==> config.mk <==
export PLATFORM = sky130hd
export DESIGN_NAME = sha256_message_hasher_flat
export DESIGN_NICKNAME = d
export VERILOG_FILES = /design/src/hw/rtl/sha_pkg.sv /design/src/hw/rtl/sha_ifs.sv /design/src/hw/rtl/sha256_message_hasher.sv /design/src/hw/rtl/sha_ram.sv /design/src/flat_wrapper.sv
export VERILOG_INCLUDE_DIRS = /design/src /design/src/hw/rtl
export SDC_FILE = /design/constraint.sdc
export NUM_CORES = 2
export LEC_CHECK = 0
export ABC_AREA = 0
export BUFFER_PORTS_ARGS = -buffer_cell sky130_fd_sc_hd__buf_2
export CAP_MARGIN = 20
export CORE_MARGIN = 2
export CORE_UTILIZATION = 30
export CTS_CLUSTER_SIZE = 14
export DETAILED_ROUTE_END_ITERATION = 7
export SYNTH_ARGS = -nofsm -noshare
export SYNTH_HDL_FRONTEND = slang
export SYNTH_SLANG_ARGS = --single-unit
==> constraint.sdc <==
create_clock -name clk -period 33.4 [get_ports clk]
set_clock_uncertainty 0.2 [all_clocks]
set_input_delay 5.01 -clock clk [delete_from_list [all_inputs] [get_ports clk]]
set_output_delay 5.01 -clock clk [all_outputs]
set_load 0.02 [all_outputs]
==> src/hw/rtl/sha256_message_hasher_macros.svh <==
// Assertion macros for the SHA-256 message hasher.
`ifndef SHA256_MESSAGE_HASHER_MACROS_SVH
`define SHA256_MESSAGE_HASHER_MACROS_SVH

`ifndef SYNTHESIS

`define SHA_ASSERT_IMP(label, clk, rst_n, ante, cons) \
  label: assert property (@(posedge clk) disable iff (!rst_n) (ante) |-> (cons)) \
    else $error("sha256_message_hasher: same-cycle check failed");

`define SHA_ASSERT_NXT(label, clk, rst_n, ante, cons) \
  label: assert property (@(posedge clk) disable iff (!rst_n) (ante) |=> (cons)) \
    else $error("sha256_message_hasher: next-cycle check failed");

`else

`define SHA_ASSERT_IMP(label, clk, rst_n, ante, cons)

`define SHA_ASSERT_NXT(label, clk, rst_n, ante, cons)

`endif

`endif

==> src/hw/rtl/sha_pkg.sv <==
// Shared types, constants and round functions of the SHA-256 message hasher.
`timescale 1ns / 1ps

package sha_pkg;

  typedef enum logic [3:0] {
    ST_IN   = 4'b0001,
    ST_PAD  = 4'b0010,
    ST_COMP = 4'b0100,
    ST_FIN  = 4'b1000
  } state_t;

  localparam logic [6:0] CNT_LAST    = 7'd66;
  localparam logic [6:0] CNT_RAM_END = 7'd16;
  localparam logic [6:0] CNT_SCHED_END = 7'd64;
  localparam logic [6:0] CNT_ROUND_BEG = 7'd2;
  localparam logic [6:0] CNT_ROUND_END = 7'd65;
  localparam logic [3:0] POS_LEN_HI  = 4'd14;
  localparam logic [3:0] POS_LAST    = 4'd15;
  localparam logic [2:0] FULL_BYTES  = 3'd4;
  localparam logic [31:0] PAD_MARKER = 32'h8000_0000;

  localparam logic [31:0] HASH_INIT [8] = '{
    32'h6a09e667, 32'hbb67ae85, 32'h3c6ef372, 32'ha54ff53a,
    32'h510e527f, 32'h9b05688c, 32'h1f83d9ab, 32'h5be0cd19
  };

  localparam logic [31:0] ROUND_K [64] = '{
    32'h428a2f98, 32'h71374491, 32'hb5c0fbcf, 32'he9b5dba5,
    32'h3956c25b, 32'h59f111f1, 32'h923f82a4, 32'hab1c5ed5,
    32'hd807aa98, 32'h12835b01, 32'h243185be, 32'h550c7dc3,
    32'h72be5d74, 32'h80deb1fe, 32'h9bdc06a7, 32'hc19bf174,
    32'he49b69c1, 32'hefbe4786, 32'h0fc19dc6, 32'h240ca1cc,
    32'h2de92c6f, 32'h4a7484aa, 32'h5cb0a9dc, 32'h76f988da,
    32'h983e5152, 32'ha831c66d, 32'hb00327c8, 32'hbf597fc7,
    32'hc6e00bf3, 32'hd5a79147, 32'h06ca6351, 32'h14292967,
    32'h27b70a85, 32'h2e1b2138, 32'h4d2c6dfc, 32'h53380d13,
    32'h650a7354, 32'h766a0abb, 32'h81c2c92e, 32'h92722c85,
    32'ha2bfe8a1, 32'ha81a664b, 32'hc24b8b70, 32'hc76c51a3,
    32'hd192e819, 32'hd6990624, 32'hf40e3585, 32'h106aa070,
    32'h19a4c116, 32'h1e376c08, 32'h2748774c, 32'h34b0bcb5,
    32'h391c0cb3, 32'h4ed8aa4a, 32'h5b9cca4f, 32'h682e6ff3,
    32'h748f82ee, 32'h78a5636f, 32'h84c87814, 32'h8cc70208,
    32'h90befffa, 32'ha4506ceb, 32'hbef9a3f7, 32'hc67178f2
  };

  function automatic logic [31:0] big_sigma0(input logic [31:0] x);
    return {x[1:0], x[31:2]} ^ {x[12:0], x[31:13]} ^ {x[21:0], x[31:22]};
  endfunction

  function automatic logic [31:0] big_sigma1(input logic [31:0] x);
    return {x[5:0], x[31:6]} ^ {x[10:0], x[31:11]} ^ {x[24:0], x[31:25]};
  endfunction

  function automatic logic [31:0] small_sigma0(input logic [31:0] x);
    return {x[6:0], x[31:7]} ^ {x[17:0], x[31:18]} ^ {3'b000, x[31:3]};
  endfunction

  function automatic logic [31:0] small_sigma1(input logic [31:0] x);
    return {x[16:0], x[31:17]} ^ {x[18:0], x[31:19]} ^ {10'd0, x[31:10]};
  endfunction

endpackage

==> src/hw/rtl/sha_ifs.sv <==
// Beat channel interfaces for message input and digest output.
`timescale 1ns / 1ps

interface sha_in_if;
  logic        valid;
  logic        ready;
  logic [31:0] message_word;
  logic [2:0]  valid_bytes;
  logic        final_word;

  modport source(output valid, message_word, valid_bytes, final_word, input ready);
  modport sink(input valid, message_word, valid_bytes, final_word, output ready);
endinterface

interface sha_out_if;
  logic        valid;
  logic        ready;
  logic [63:0] digest_part0;
  logic [63:0] digest_part1;
  logic [63:0] digest_part2;
  logic [63:0] digest_part3;

  modport source(output valid, digest_part0, digest_part1, digest_part2, digest_part3,
                 input ready);
  modport sink(input valid, digest_part0, digest_part1, digest_part2, digest_part3,
               output ready);
endinterface

==> src/hw/rtl/sha256_message_hasher.sv <==
// SHA-256 message hasher top level: block buffer RAM, schedule window and round engine.
// Input words are taken one per cycle into the 16-word block RAM while in_ch.ready is high
// (state ST_IN); each full block then occupies the round engine, one round per cycle plus fill and chain add.
// A final beat adds padding words and one or two blocks before the digest beat.
// Synchronous active-low reset restores the initial hash and clears length and position.
`timescale 1ns / 1ps
`include "sha256_message_hasher_macros.svh"

module sha256_message_hasher (
  input  logic            clk,
  input  logic            rst_n,
  sha_in_if.sink          in_ch,
  sha_out_if.source       out_ch
);

  sha_pkg::state_t state_r, state_nxt;
  logic [3:0]  pos_r, pos_nxt;
  logic [6:0]  cnt_r, cnt_nxt;
  logic [63:0] bitcnt_r, bitcnt_nxt;
  logic        marker_r, marker_nxt;
  logic        hi_r, hi_nxt;
  logic        done_r, done_nxt;
  logic        pad_r, pad_nxt;
  logic        out_valid_r, out_valid_nxt;
  logic        load_out;

  logic        in_fire;
  logic [2:0]  nbytes;
  logic        ram_we;
  logic [31:0] ram_wdata;
  logic [31:0] ram_rdata;

  logic [31:0] chain_r [8];
  logic [31:0] work_r [8];
  logic [31:0] sched_r [16];
  logic [31:0] kw_r;
  logic [31:0] dig_r [8];

  logic [5:0]  sched_idx;
  logic [31:0] w_new;
  logic [31:0] t1;
  logic [31:0] t2;
  logic        sched_en;
  logic        round_en;

  assign in_ch.ready = (state_r == sha_pkg::ST_IN);
  assign in_fire     = in_ch.valid && in_ch.ready;
  assign nbytes      = (in_ch.valid_bytes > sha_pkg::FULL_BYTES) ? sha_pkg::FULL_BYTES
                                                                 : in_ch.valid_bytes;

  sha_ram #(.WIDTH(32), .DEPTH(16)) u_block_ram (
    .clk   (clk),
    .we    (ram_we),
    .waddr (pos_r),
    .wdata (ram_wdata),
    .raddr (cnt_r[3:0]),
    .rdata (ram_rdata)
  );

  always_comb begin
    state_nxt     = state_r;
    pos_nxt       = pos_r;
    cnt_nxt       = cnt_r;
    bitcnt_nxt    = bitcnt_r;
    marker_nxt    = marker_r;
    hi_nxt        = hi_r;
    done_nxt      = done_r;
    pad_nxt       = pad_r;
    out_valid_nxt = out_valid_r && !out_ch.ready;
    load_out      = 1'b0;
    ram_we        = 1'b0;
    ram_wdata     = '0;
    unique case (state_r)
      sha_pkg::ST_IN: begin
        if (in_fire) begin
          ram_we  = 1'b1;
          pos_nxt = pos_r + 4'd1;
          cnt_nxt = '0;
          if (in_ch.final_word) begin
            bitcnt_nxt = bitcnt_r + {58'd0, nbytes, 3'b000};
            marker_nxt = (nbytes == sha_pkg::FULL_BYTES);
            pad_nxt    = 1'b1;
            case (nbytes)
              3'd0:    ram_wdata = sha_pkg::PAD_MARKER;
              3'd1:    ram_wdata = {in_ch.message_word[31:24], 24'h80_0000};
              3'd2:    ram_wdata = {in_ch.message_word[31:16], 16'h8000};
              3'd3:    ram_wdata = {in_ch.message_word[31:8], 8'h80};
              default: ram_wdata = in_ch.message_word;
            endcase
            state_nxt = (pos_r == sha_pkg::POS_LAST) ? sha_pkg::ST_COMP : sha_pkg::ST_PAD;
          end else begin
            bitcnt_nxt = bitcnt_r + 64'd32;
            ram_wdata  = in_ch.message_word;
            state_nxt  = (pos_r == sha_pkg::POS_LAST) ? sha_pkg::ST_COMP : sha_pkg::ST_IN;
          end
        end
      end
      sha_pkg::ST_PAD: begin
        ram_we  = 1'b1;
        pos_nxt = pos_r + 4'd1;
        cnt_nxt = '0;
        if (marker_r) begin
          ram_wdata  = sha_pkg::PAD_MARKER;
          marker_nxt = 1'b0;
        end else if (pos_r == sha_pkg::POS_LEN_HI) begin
          ram_wdata = bitcnt_r[63:32];
          hi_nxt    = 1'b1;
        end else if ((pos_r == sha_pkg::POS_LAST) && hi_r) begin
          ram_wdata  = bitcnt_r[31:0];
          done_nxt   = 1'b1;
          bitcnt_nxt = '0;
        end
        if (pos_r == sha_pkg::POS_LAST) begin
          state_nxt = sha_pkg::ST_COMP;
        end
      end
      sha_pkg::ST_COMP: begin
        cnt_nxt = cnt_r + 7'd1;
        if (cnt_r == sha_pkg::CNT_LAST) begin
          if (done_r) begin
            state_nxt = sha_pkg::ST_FIN;
          end else if (pad_r) begin
            state_nxt = sha_pkg::ST_PAD;
          end else begin
            state_nxt = sha_pkg::ST_IN;
          end
        end
      end
      sha_pkg::ST_FIN: begin
        if (!out_valid_r || out_ch.ready) begin
          load_out      = 1'b1;
          out_valid_nxt = 1'b1;
          done_nxt      = 1'b0;
          hi_nxt        = 1'b0;
          pad_nxt       = 1'b0;
          state_nxt     = sha_pkg::ST_IN;
        end
      end
      default: begin
        state_nxt = sha_pkg::ST_IN;
      end
    endcase
  end

  always_ff @(posedge clk) begin
    if (!rst_n) begin
      state_r     <= sha_pkg::ST_IN;
      pos_r       <= '0;
      cnt_r       <= '0;
      bitcnt_r    <= '0;
      marker_r    <= 1'b0;
      hi_r        <= 1'b0;
      done_r      <= 1'b0;
      pad_r       <= 1'b0;
      out_valid_r <= 1'b0;
    end else begin
      state_r     <= state_nxt;
      pos_r       <= pos_nxt;
      cnt_r       <= cnt_nxt;
      bitcnt_r    <= bitcnt_nxt;
      marker_r    <= marker_nxt;
      hi_r        <= hi_nxt;
      done_r      <= done_nxt;
      pad_r       <= pad_nxt;
      out_valid_r <= out_valid_nxt;
    end
  end

  // The schedule stage registers word t, folded with K, in the cycle before round t uses it.
  assign sched_idx = cnt_r[5:0] - 6'd1;
  assign sched_en  = (state_r == sha_pkg::ST_COMP) && (cnt_r != '0) &&
                     (cnt_r <= sha_pkg::CNT_SCHED_END);
  assign round_en  = (state_r == sha_pkg::ST_COMP) && (cnt_r >= sha_pkg::CNT_ROUND_BEG) &&
                     (cnt_r <= sha_pkg::CNT_ROUND_END);

  always_comb begin
    if (cnt_r <= sha_pkg::CNT_RAM_END) begin
      w_new = ram_rdata;
    end else begin
      w_new = sha_pkg::small_sigma1(sched_r[14]) + sched_r[9] +
              sha_pkg::small_sigma0(sched_r[1]) + sched_r[0];
    end
    t1 = work_r[7] + sha_pkg::big_sigma1(work_r[4]) +
         ((work_r[4] & work_r[5]) ^ (~work_r[4] & work_r[6])) + kw_r;
    t2 = sha_pkg::big_sigma0(work_r[0]) +
         ((work_r[0] & work_r[1]) ^ (work_r[0] & work_r[2]) ^ (work_r[1] & work_r[2]));
  end

  always_ff @(posedge clk) begin
    if (sched_en) begin
      for (int i = 0; i < 15; i++) begin
        sched_r[i] <= sched_r[i+1];
      end
      sched_r[15] <= w_new;
      kw_r        <= w_new + sha_pkg::ROUND_K[sched_idx];
    end
  end

  always_ff @(posedge clk) begin
    if (state_r == sha_pkg::ST_COMP && cnt_r == '0) begin
      for (int i = 0; i < 8; i++) begin
        work_r[i] <= chain_r[i];
      end
    end else if (round_en) begin
      work_r[7] <= work_r[6];
      work_r[6] <= work_r[5];
      work_r[5] <= work_r[4];
      work_r[4] <= work_r[3] + t1;
      work_r[3] <= work_r[2];
      work_r[2] <= work_r[1];
      work_r[1] <= work_r[0];
      work_r[0] <= t1 + t2;
    end
  end

  always_ff @(posedge clk) begin
    if (!rst_n) begin
      for (int i = 0; i < 8; i++) begin
        chain_r[i] <= sha_pkg::HASH_INIT[i];
      end
    end else if (state_r == sha_pkg::ST_COMP && cnt_r == sha_pkg::CNT_LAST) begin
      for (int i = 0; i < 8; i++) begin
        chain_r[i] <= chain_r[i] + work_r[i];
      end
    end else if (load_out) begin
      for (int i = 0; i < 8; i++) begin
        chain_r[i] <= sha_pkg::HASH_INIT[i];
      end
    end
  end

  always_ff @(posedge clk) begin
    if (load_out) begin
      for (int i = 0; i < 8; i++) begin
        dig_r[i] <= chain_r[i];
      end
    end
  end

  assign out_ch.valid        = out_valid_r;
  assign out_ch.digest_part0 = {dig_r[0], dig_r[1]};
  assign out_ch.digest_part1 = {dig_r[2], dig_r[3]};
  assign out_ch.digest_part2 = {dig_r[4], dig_r[5]};
  assign out_ch.digest_part3 = {dig_r[6], dig_r[7]};

  `SHA_ASSERT_IMP(a_no_write_in_comp, clk, rst_n, state_r == sha_pkg::ST_COMP, !ram_we)
  `SHA_ASSERT_IMP(a_fin_at_boundary, clk, rst_n, state_r == sha_pkg::ST_FIN,
                  done_r && hi_r && (pos_r == 4'd0) && !marker_r)
  `SHA_ASSERT_NXT(a_comp_runs, clk, rst_n,
                  (state_r == sha_pkg::ST_COMP) && (cnt_r != sha_pkg::CNT_LAST),
                  (state_r == sha_pkg::ST_COMP) && (cnt_r == $past(cnt_r) + 7'd1))

endmodule

==> src/hw/rtl/sha_ram.sv <==
// Generic single-write, single-read RAM with registered read data.
`timescale 1ns / 1ps

module sha_ram #(
  parameter int WIDTH = 32,
  parameter int DEPTH = 16
) (
  input  logic                     clk,
  input  logic                     we,
  input  logic [$clog2(DEPTH)-1:0] waddr,
  input  logic [WIDTH-1:0]         wdata,
  input  logic [$clog2(DEPTH)-1:0] raddr,
  output logic [WIDTH-1:0]         rdata
);

  logic [WIDTH-1:0] mem [DEPTH];
  logic [WIDTH-1:0] rdata_r;

  always_ff @(posedge clk) begin
    if (we) begin
      mem[waddr] <= wdata;
    end
    rdata_r <= mem[raddr];
  end

  assign rdata = rdata_r;

endmodule

==> src/flat_wrapper.sv <==
// flat-port wrapper written by rule: the top's interface ports become plain ports
module sha256_message_hasher_flat 
  (clk, rst_n, in_ch_valid, in_ch_message_word, in_ch_valid_bytes, in_ch_final_word, in_ch_ready, out_ch_valid, out_ch_digest_part0, out_ch_digest_part1, out_ch_digest_part2, out_ch_digest_part3, out_ch_ready);
  sha_in_if in_ch_i ();
  sha_out_if out_ch_i ();
  input  logic clk;
  input  logic rst_n;
  input wire logic [$bits(in_ch_i.valid)-1:0] in_ch_valid;
  input wire logic [$bits(in_ch_i.message_word)-1:0] in_ch_message_word;
  input wire logic [$bits(in_ch_i.valid_bytes)-1:0] in_ch_valid_bytes;
  input wire logic [$bits(in_ch_i.final_word)-1:0] in_ch_final_word;
  output wire logic [$bits(in_ch_i.ready)-1:0] in_ch_ready;
  output wire logic [$bits(out_ch_i.valid)-1:0] out_ch_valid;
  output wire logic [$bits(out_ch_i.digest_part0)-1:0] out_ch_digest_part0;
  output wire logic [$bits(out_ch_i.digest_part1)-1:0] out_ch_digest_part1;
  output wire logic [$bits(out_ch_i.digest_part2)-1:0] out_ch_digest_part2;
  output wire logic [$bits(out_ch_i.digest_part3)-1:0] out_ch_digest_part3;
  input wire logic [$bits(out_ch_i.ready)-1:0] out_ch_ready;
  assign in_ch_i.valid = in_ch_valid;
  assign in_ch_i.message_word = in_ch_message_word;
  assign in_ch_i.valid_bytes = in_ch_valid_bytes;
  assign in_ch_i.final_word = in_ch_final_word;
  assign in_ch_ready = in_ch_i.ready;
  assign out_ch_valid = out_ch_i.valid;
  assign out_ch_digest_part0 = out_ch_i.digest_part0;
  assign out_ch_digest_part1 = out_ch_i.digest_part1;
  assign out_ch_digest_part2 = out_ch_i.digest_part2;
  assign out_ch_digest_part3 = out_ch_i.digest_part3;
  assign out_ch_i.ready = out_ch_ready;
  sha256_message_hasher u_core (.clk(clk), .rst_n(rst_n), .in_ch(in_ch_i), .out_ch(out_ch_i));
endmodule
; ---- Yosys cells after proc, flatten, opt, wreduce, memory -nomap -nowiden
; Memory sizes are Yosys's and may differ from the RTL's. A register that Yosys moved wholly into a read port is not among the register bits.
; Cells that the tools add are included.
[op_classes]
add_sub_neg = 23
n_mul = 0
n_div = 0
order_cmp = 6
n_eq_ne = 20
shift = 0
n_mux = 93
bitwise_logic = 42
reduce_logical = 27
[ops]
columns = op, count
row1 = 32-bit two-way mux, 32
row2 = 32-bit adder, 18
row3 = 64-bit two-way mux, 5
row4 = 32-bit bitwise XOR, 9
row5 = 32-bit AND, 5
row6 = 32-bit one-hot mux with 4 select lines, 1
row7 = 64-bit one-hot mux with 2 select lines, 1
row8 = 64-bit by 6-bit adder with 64-bit output, 1
row9 = "64-bit by 6-bit adder with 64-bit output, second input constant", 1
row10 = 32-bit one-hot mux with 2 select lines, 1
row11 = 1-bit two-way mux, 33
row12 = 32-bit NOT, 1
row13 = 32-bit by 22-bit bitwise XOR with 32-bit output, 1
row14 = 32-bit by 29-bit bitwise XOR with 32-bit output, 1
row15 = 4-bit two-way mux, 7
row16 = 1-bit OR, 24
row17 = 7-bit one-hot mux with 3 select lines, 1
row18 = 4-bit one-hot mux with 4 select lines, 1
row19 = "7-bit <= comparator, second input constant", 2
row20 = "4-bit equality test, second input constant", 3
row21 = 4-bit AND reduction, 3
row22 = "2-bit != test, second input constant", 5
row23 = 1-bit one-hot mux with 2 select lines, 5
row24 = 5-bit AND reduction, 2
row25 = other kinds (30), 48
[totals]
ff_bits = 116
latch_bits = 0
ramBits = 1792
rom_bits = 2048
output_inout_bits = 258
mem_count = 6
[memory_table]
columns = memory, words, width, read_ports, rd_ports_with_merged_regs, wr, line_no
row1 = (no name shown), 64, 32, 1, 0, 0, sha256_message_hasher.sv:195  ; kw_r <= w_new + sha_pkg::ROUND_K[sched_idx];
row2 = u_core.sched_r, 16, 32, 16, 0, 16, sha256_message_hasher.sv:35  ; logic [31:0] sched_r [16];
row3 = u_core.u_block_ram.mem, 16, 32, 1, 1, 1, sha_ram.sv:16  ; logic [WIDTH-1:0] mem [DEPTH];
row4 = u_core.chain_r, 8, 32, 8, 0, 8, sha256_message_hasher.sv:33  ; logic [31:0] chain_r [8];
row5 = u_core.dig_r, 8, 32, 8, 0, 8, sha256_message_hasher.sv:37  ; logic [31:0] dig_r [8];
row6 = u_core.work_r, 8, 32, 8, 0, 8, sha256_message_hasher.sv:34  ; logic [31:0] work_r [8];

; ---- Longest topological paths before layout
[depth]
word_depth = 9
mapped_depth = 31
mapped_depth_nobuf = 30

; ---- Hierarchy
; From an unflattened synthesis, not the netlist that was laid out.
[unflattened]
hier_cells = 7378
hier_area_um2 = 95620.5
[by_module_without_submodules]
columns = module, instances, cells_each, area_each_um2, seq_area_each_um2
row1 = sha256_message_hasher, 1, 6540, 75785.2, 39738.1
row2 = sha_ram, 1, 838, 19835.3, 16015.4

; ---- Worst setup path before layout
; Ideal clock, no wire load.
[synth_timing]
path_kind = reg2reg
from = reg u_core.cnt_r[1]
to = reg u_core.kw_r[0] (enable)
t_arrival_ns = 24.786
path_slack_ns = 6.950
stages_incl_launch_ff = 11
n_path_buf = 5
path_cell_list = dfxtp_1 > clkbuf_1 > buf_1 > inv_1 > clkbuf_1 > ha_1 > clkbuf_1 > clkbuf_1 > nand2_1 > xnor2_1 > nor2_1
[synth_between]
elab_chain_cells = 3
elab_cells_between_ends = 4
classes_between = 1 x order compare / 3 x reduce/logical
[synth_lines]
columns = item, line_no
row1 = from (decl), sha256_message_hasher.sv:18  ; logic [6:0] cnt_r, cnt_nxt;
row2 = from (signal assigned), sha256_message_hasher.sv:159  ; cnt_r <= cnt_nxt;
row3 = branches (longest 2 deep; another with 7-bit <= comparator), -
row4 = 1-bit logical AND *, sha256_message_hasher.sv:171  ; assign sched_en = (state_r == sha_pkg::ST_COMP) && (cnt_r != '0) &&
row5 = via u_core.sched_en, sha256_message_hasher.sv:43  ; logic sched_en;
row6 = to (signal assigned), sha256_message_hasher.sv:195
row7 = to (decl), sha256_message_hasher.sv:36  ; logic [31:0] kw_r;
; Mark *: on every way through the listed nets, which the timed path passes.
; A chain may end at the register's enable or synchronous reset.

==> impl_metrics.yaml <==
detailed_routing:
  dr.pass1.iters: 6
  via_per_inst: 5.14
  vias: 62600
  wl_um: 295000
  wire_per_inst_um: 24.2
  drc: 0
  drtIter0Drc: 6681
  final_antenna_net_count: 0
floorplan:
  rows: 208
  ioPinCount: 298
  die_h_um: 571
  die_x_um: 571
  core_um2: 320000
  start_util_pct: 30.1
  die_area_um2: 326000
timing:
  tightest_slew_ns: 1.12
  fin_crit_ns: 8.32
  final_max_slew_viol_count: 0
  hold_viol: 0
  clock.fmax_mhz: 120
  fin_ws_ns: 25.08
  relSlewSlack_pct: 25.6
  finalSetupViolCount: 0
  fin_tns_setup_ns: 0
  period_share_pct: 24.9
  rsz0062_at_grt: "no"
synth:
  yosys-top-cells-area: "edfxtp_1 53%, ha_1 5.5%, dfxtp_1 5.0%"
  syn-cell-area_um2: 96400
  syn_avg_cell_area_um2: 13.1
  synth_edf_count: 1696
  ys_top_cells_by_count: "1696 x edfxtp_1, 533 x nand2_1, 474 x a21oi_1, 430 x xnor2_1, 427 x ha_1"
  syn_nets: 8017
  ys_warn_count: 0
  synth.most_common_cell: "edfxtp_1"
  synthCells: 7383
  ys_types: 98
  synth-async-reset-ratio_pct: 0
  synth-seq-cells: 1937
  synthFlopType: "edfxtp_1"
  synth-seq-area-share_pct: 57.8
  yosysTopAreaCellShare_pct: 52.8
  yosysTopAreaCell: "edfxtp_1"
setup_path:
  max_stage_delay_ns: 0.56
  crit_start: "u_core.work_r[2][26]"
  worstPathRequired_ns: 33.73
  setup.worst_path.end: "u_core.work_r[0][31]"
  cp_slowest_cell: "edfxtp_1"
  crit_arrival_ns: 8.65
  worst_setup_path_end_kind: "register"
  worst-setup-path-type: "reg -> reg"
  rrSetupSlack_ns: 25.08
  rr_endpoint: "u_core.work_r[0][31]"
  r2r_start: "u_core.work_r[2][26]"
  cp_max_fo: 6
  reg2regPathDepth: 27
  worstSetupStartpointType: "register"
grt:
  gr-usage-met1_pct: 24.6
  grt_pass1_vias: 61300
  antenna_found_initial: 17
  met2_usage_pct: 27.1
  grt_max_degree: 188
  grt_util_met3_pct: 2.96
  grt_pass1_wl_um: 426000
  top_usage_layer: "met2"
  track_usage_pct: 17.6
  overflow: 0
power:
  total_power_mw: 5.31
  irDropWorstVdd_mv: 0.0439
  power.density_nw_per_um2: 48.1
  leakagePower_nw: 39.4
final_layout:
  area_growth_pct: 14.5
  nNetsFinal: 8336
  layout-drive-gt1-share_pct: 15.4
  final_area_um2: 110000
placed_design:
  dp_hpwl_um: 211000
  postPlaceCellArea_um2: 103000
  port_buffers: 297
  gp_congestion: 0.941
  dp_slack_ns: 24.95
clocking:
  insertion_delay_ns: 0.92
  cts_tree: "built"
  numCtsBuffers: 213
  htree_levels: 4
  clock_path_buffers: 4
  postCtsSetupBuffers: 0
  post_cts_resized: 0
  cts-root-buf: "clkbuf_16"
  cts.sinks: 1937
  hold_buffers: 0
  clkTransAtPathRegs_ns: 0.06
min_path:
  hold_class: "reg -> reg"
status:
  outcome: "finished, final reports clean"
job:
  maxCapViolCount: 0
## state kept, by name, indices dropped and copies added, names as in the netlist
signal / cells
u_core.u_block_ram.mem: 512
u_core.cnt_r: 7
u_core.done_r: 1
u_core.work_r: 256
u_core.out_ch.valid: 1
u_core.hi_r: 1
u_core.state_r: 4
u_core.kw_r: 32
u_core.dig_r: 256
u_core.bitcnt_r: 61
u_core.pos_r: 4
u_core.marker_r: 1
u_core.pad_r: 1
u_core.u_block_ram.rdata: 32
u_core.sched_r: 512
u_core.chain_r: 256
## worst max-delay path: cells and delay by family, from the launching register on
| kind | cells | cell delay, ns |
|---|---|---|
| AND/OR/NAND/NOR | 3 | 0.57 |
| AO/OA/AOI/OAI | 14 | 3.06 |
| XOR/XNOR | 4 | 1.04 |
| adder cells (fa/ha/maj) | 6 | 2.50 |
| flip-flops | 1 | 0.56 |
## worst min-delay path by stage
| stage | start | to | slack (ns) | depth (start not counted) |
|---|---|---|---|---|
| after global routing | u_core.sched_r[0][114] | u_core.sched_r[0][82] | 0.18 | 0 |
| after CTS | u_core.sched_r[0][114] | u_core.sched_r[0][82] | 0.16 | 0 |
| after detailed placement | u_core.sched_r[0][133] | u_core.sched_r[0][101] | 0.20 | 0 |
| after global placement | u_core.sched_r[1][1] | u_core.sched_r[0][225] | 0.20 | 0 |
| final | u_core.sched_r[0][106] | u_core.sched_r[0][74] | 0.17 | 0 |
| after floorplan | u_core.sched_r[0][132] | u_core.sched_r[0][100] | 0.20 | 0 |
## layer usage
layer	vias up	share of wire [%]
met1	31800	44
met4	4	4.1
met5	-	0.0081
met3	412	6.9
li1	28200	-
met2	2252	45
## cell usage in the layout, fill, tap and decap left out, drive strengths merged, types with 67 or more instances in the layout
cell type | netlist | routed
edfxtp | 1696 | 1696
nand2 | 534 | 534
a21oi | 479 | 479
xnor2 | 430 | 430
ha | 427 | 427
nor2 | 425 | 425
o21ai | 411 | 411
buf | 62 | 411
inv | 313 | 321
clkbuf | 245 | 272
xor2 | 241 | 241
dfxtp | 241 | 241
mux2 | 215 | 215
a21o | 214 | 214
fa | 167 | 167
mux4 | 163 | 163
nand3 | 129 | 129
nor3 | 96 | 96
clkinv | 1 | 78
nand2b | 67 | 67
## cell type report
cell class	count	area (um^2)
fill	31100	210000
sequential	1937	55800
multi-input combinational	4825	38500
clock buffer	272	5830
tap	4305	5390
timing repair buffer	411	2400
clock inverter	116	1290
inverter	314	1190
antenna	10	25.0
## kinds of logic after synthesis
| logic type | Yosys count | share of synthesized area (%) |
|---|---|---|
| flip-flops | 1937 | 57.8 |
| AO/OA/AOI/OAI | 1641 | 10.8 |
| AND/OR/NAND/NOR | 1505 | 7.08 |
| XOR/XNOR | 671 | 6.10 |
| buffers and inverters | 621 | 2.45 |
| adder cells (fa/ha/maj) | 617 | 9.25 |
| multiplexers | 391 | 6.45 |
## metrics by stage
stage | util (%) | cells | hold slack, ns
floorplan | - | 7383 | 0.200
global placement | 32.2 | 11800 | 0.200
detailed placement | 32.2 | 11800 | 0.205
CTS | 34.4 | 12200 | 0.159
global route | 34.5 | 12200 | 0.176
finish | 34.5 | 12200 | 0.166
## power by group
part           switching (mW)  internal (mW)  leakage, nW
registers              0.0251           2.66         17.4
logic                   0.146         0.0850         18.5
clock network           0.992           1.41         3.49
Note: power is estimated with default switching activity, not from simulation.
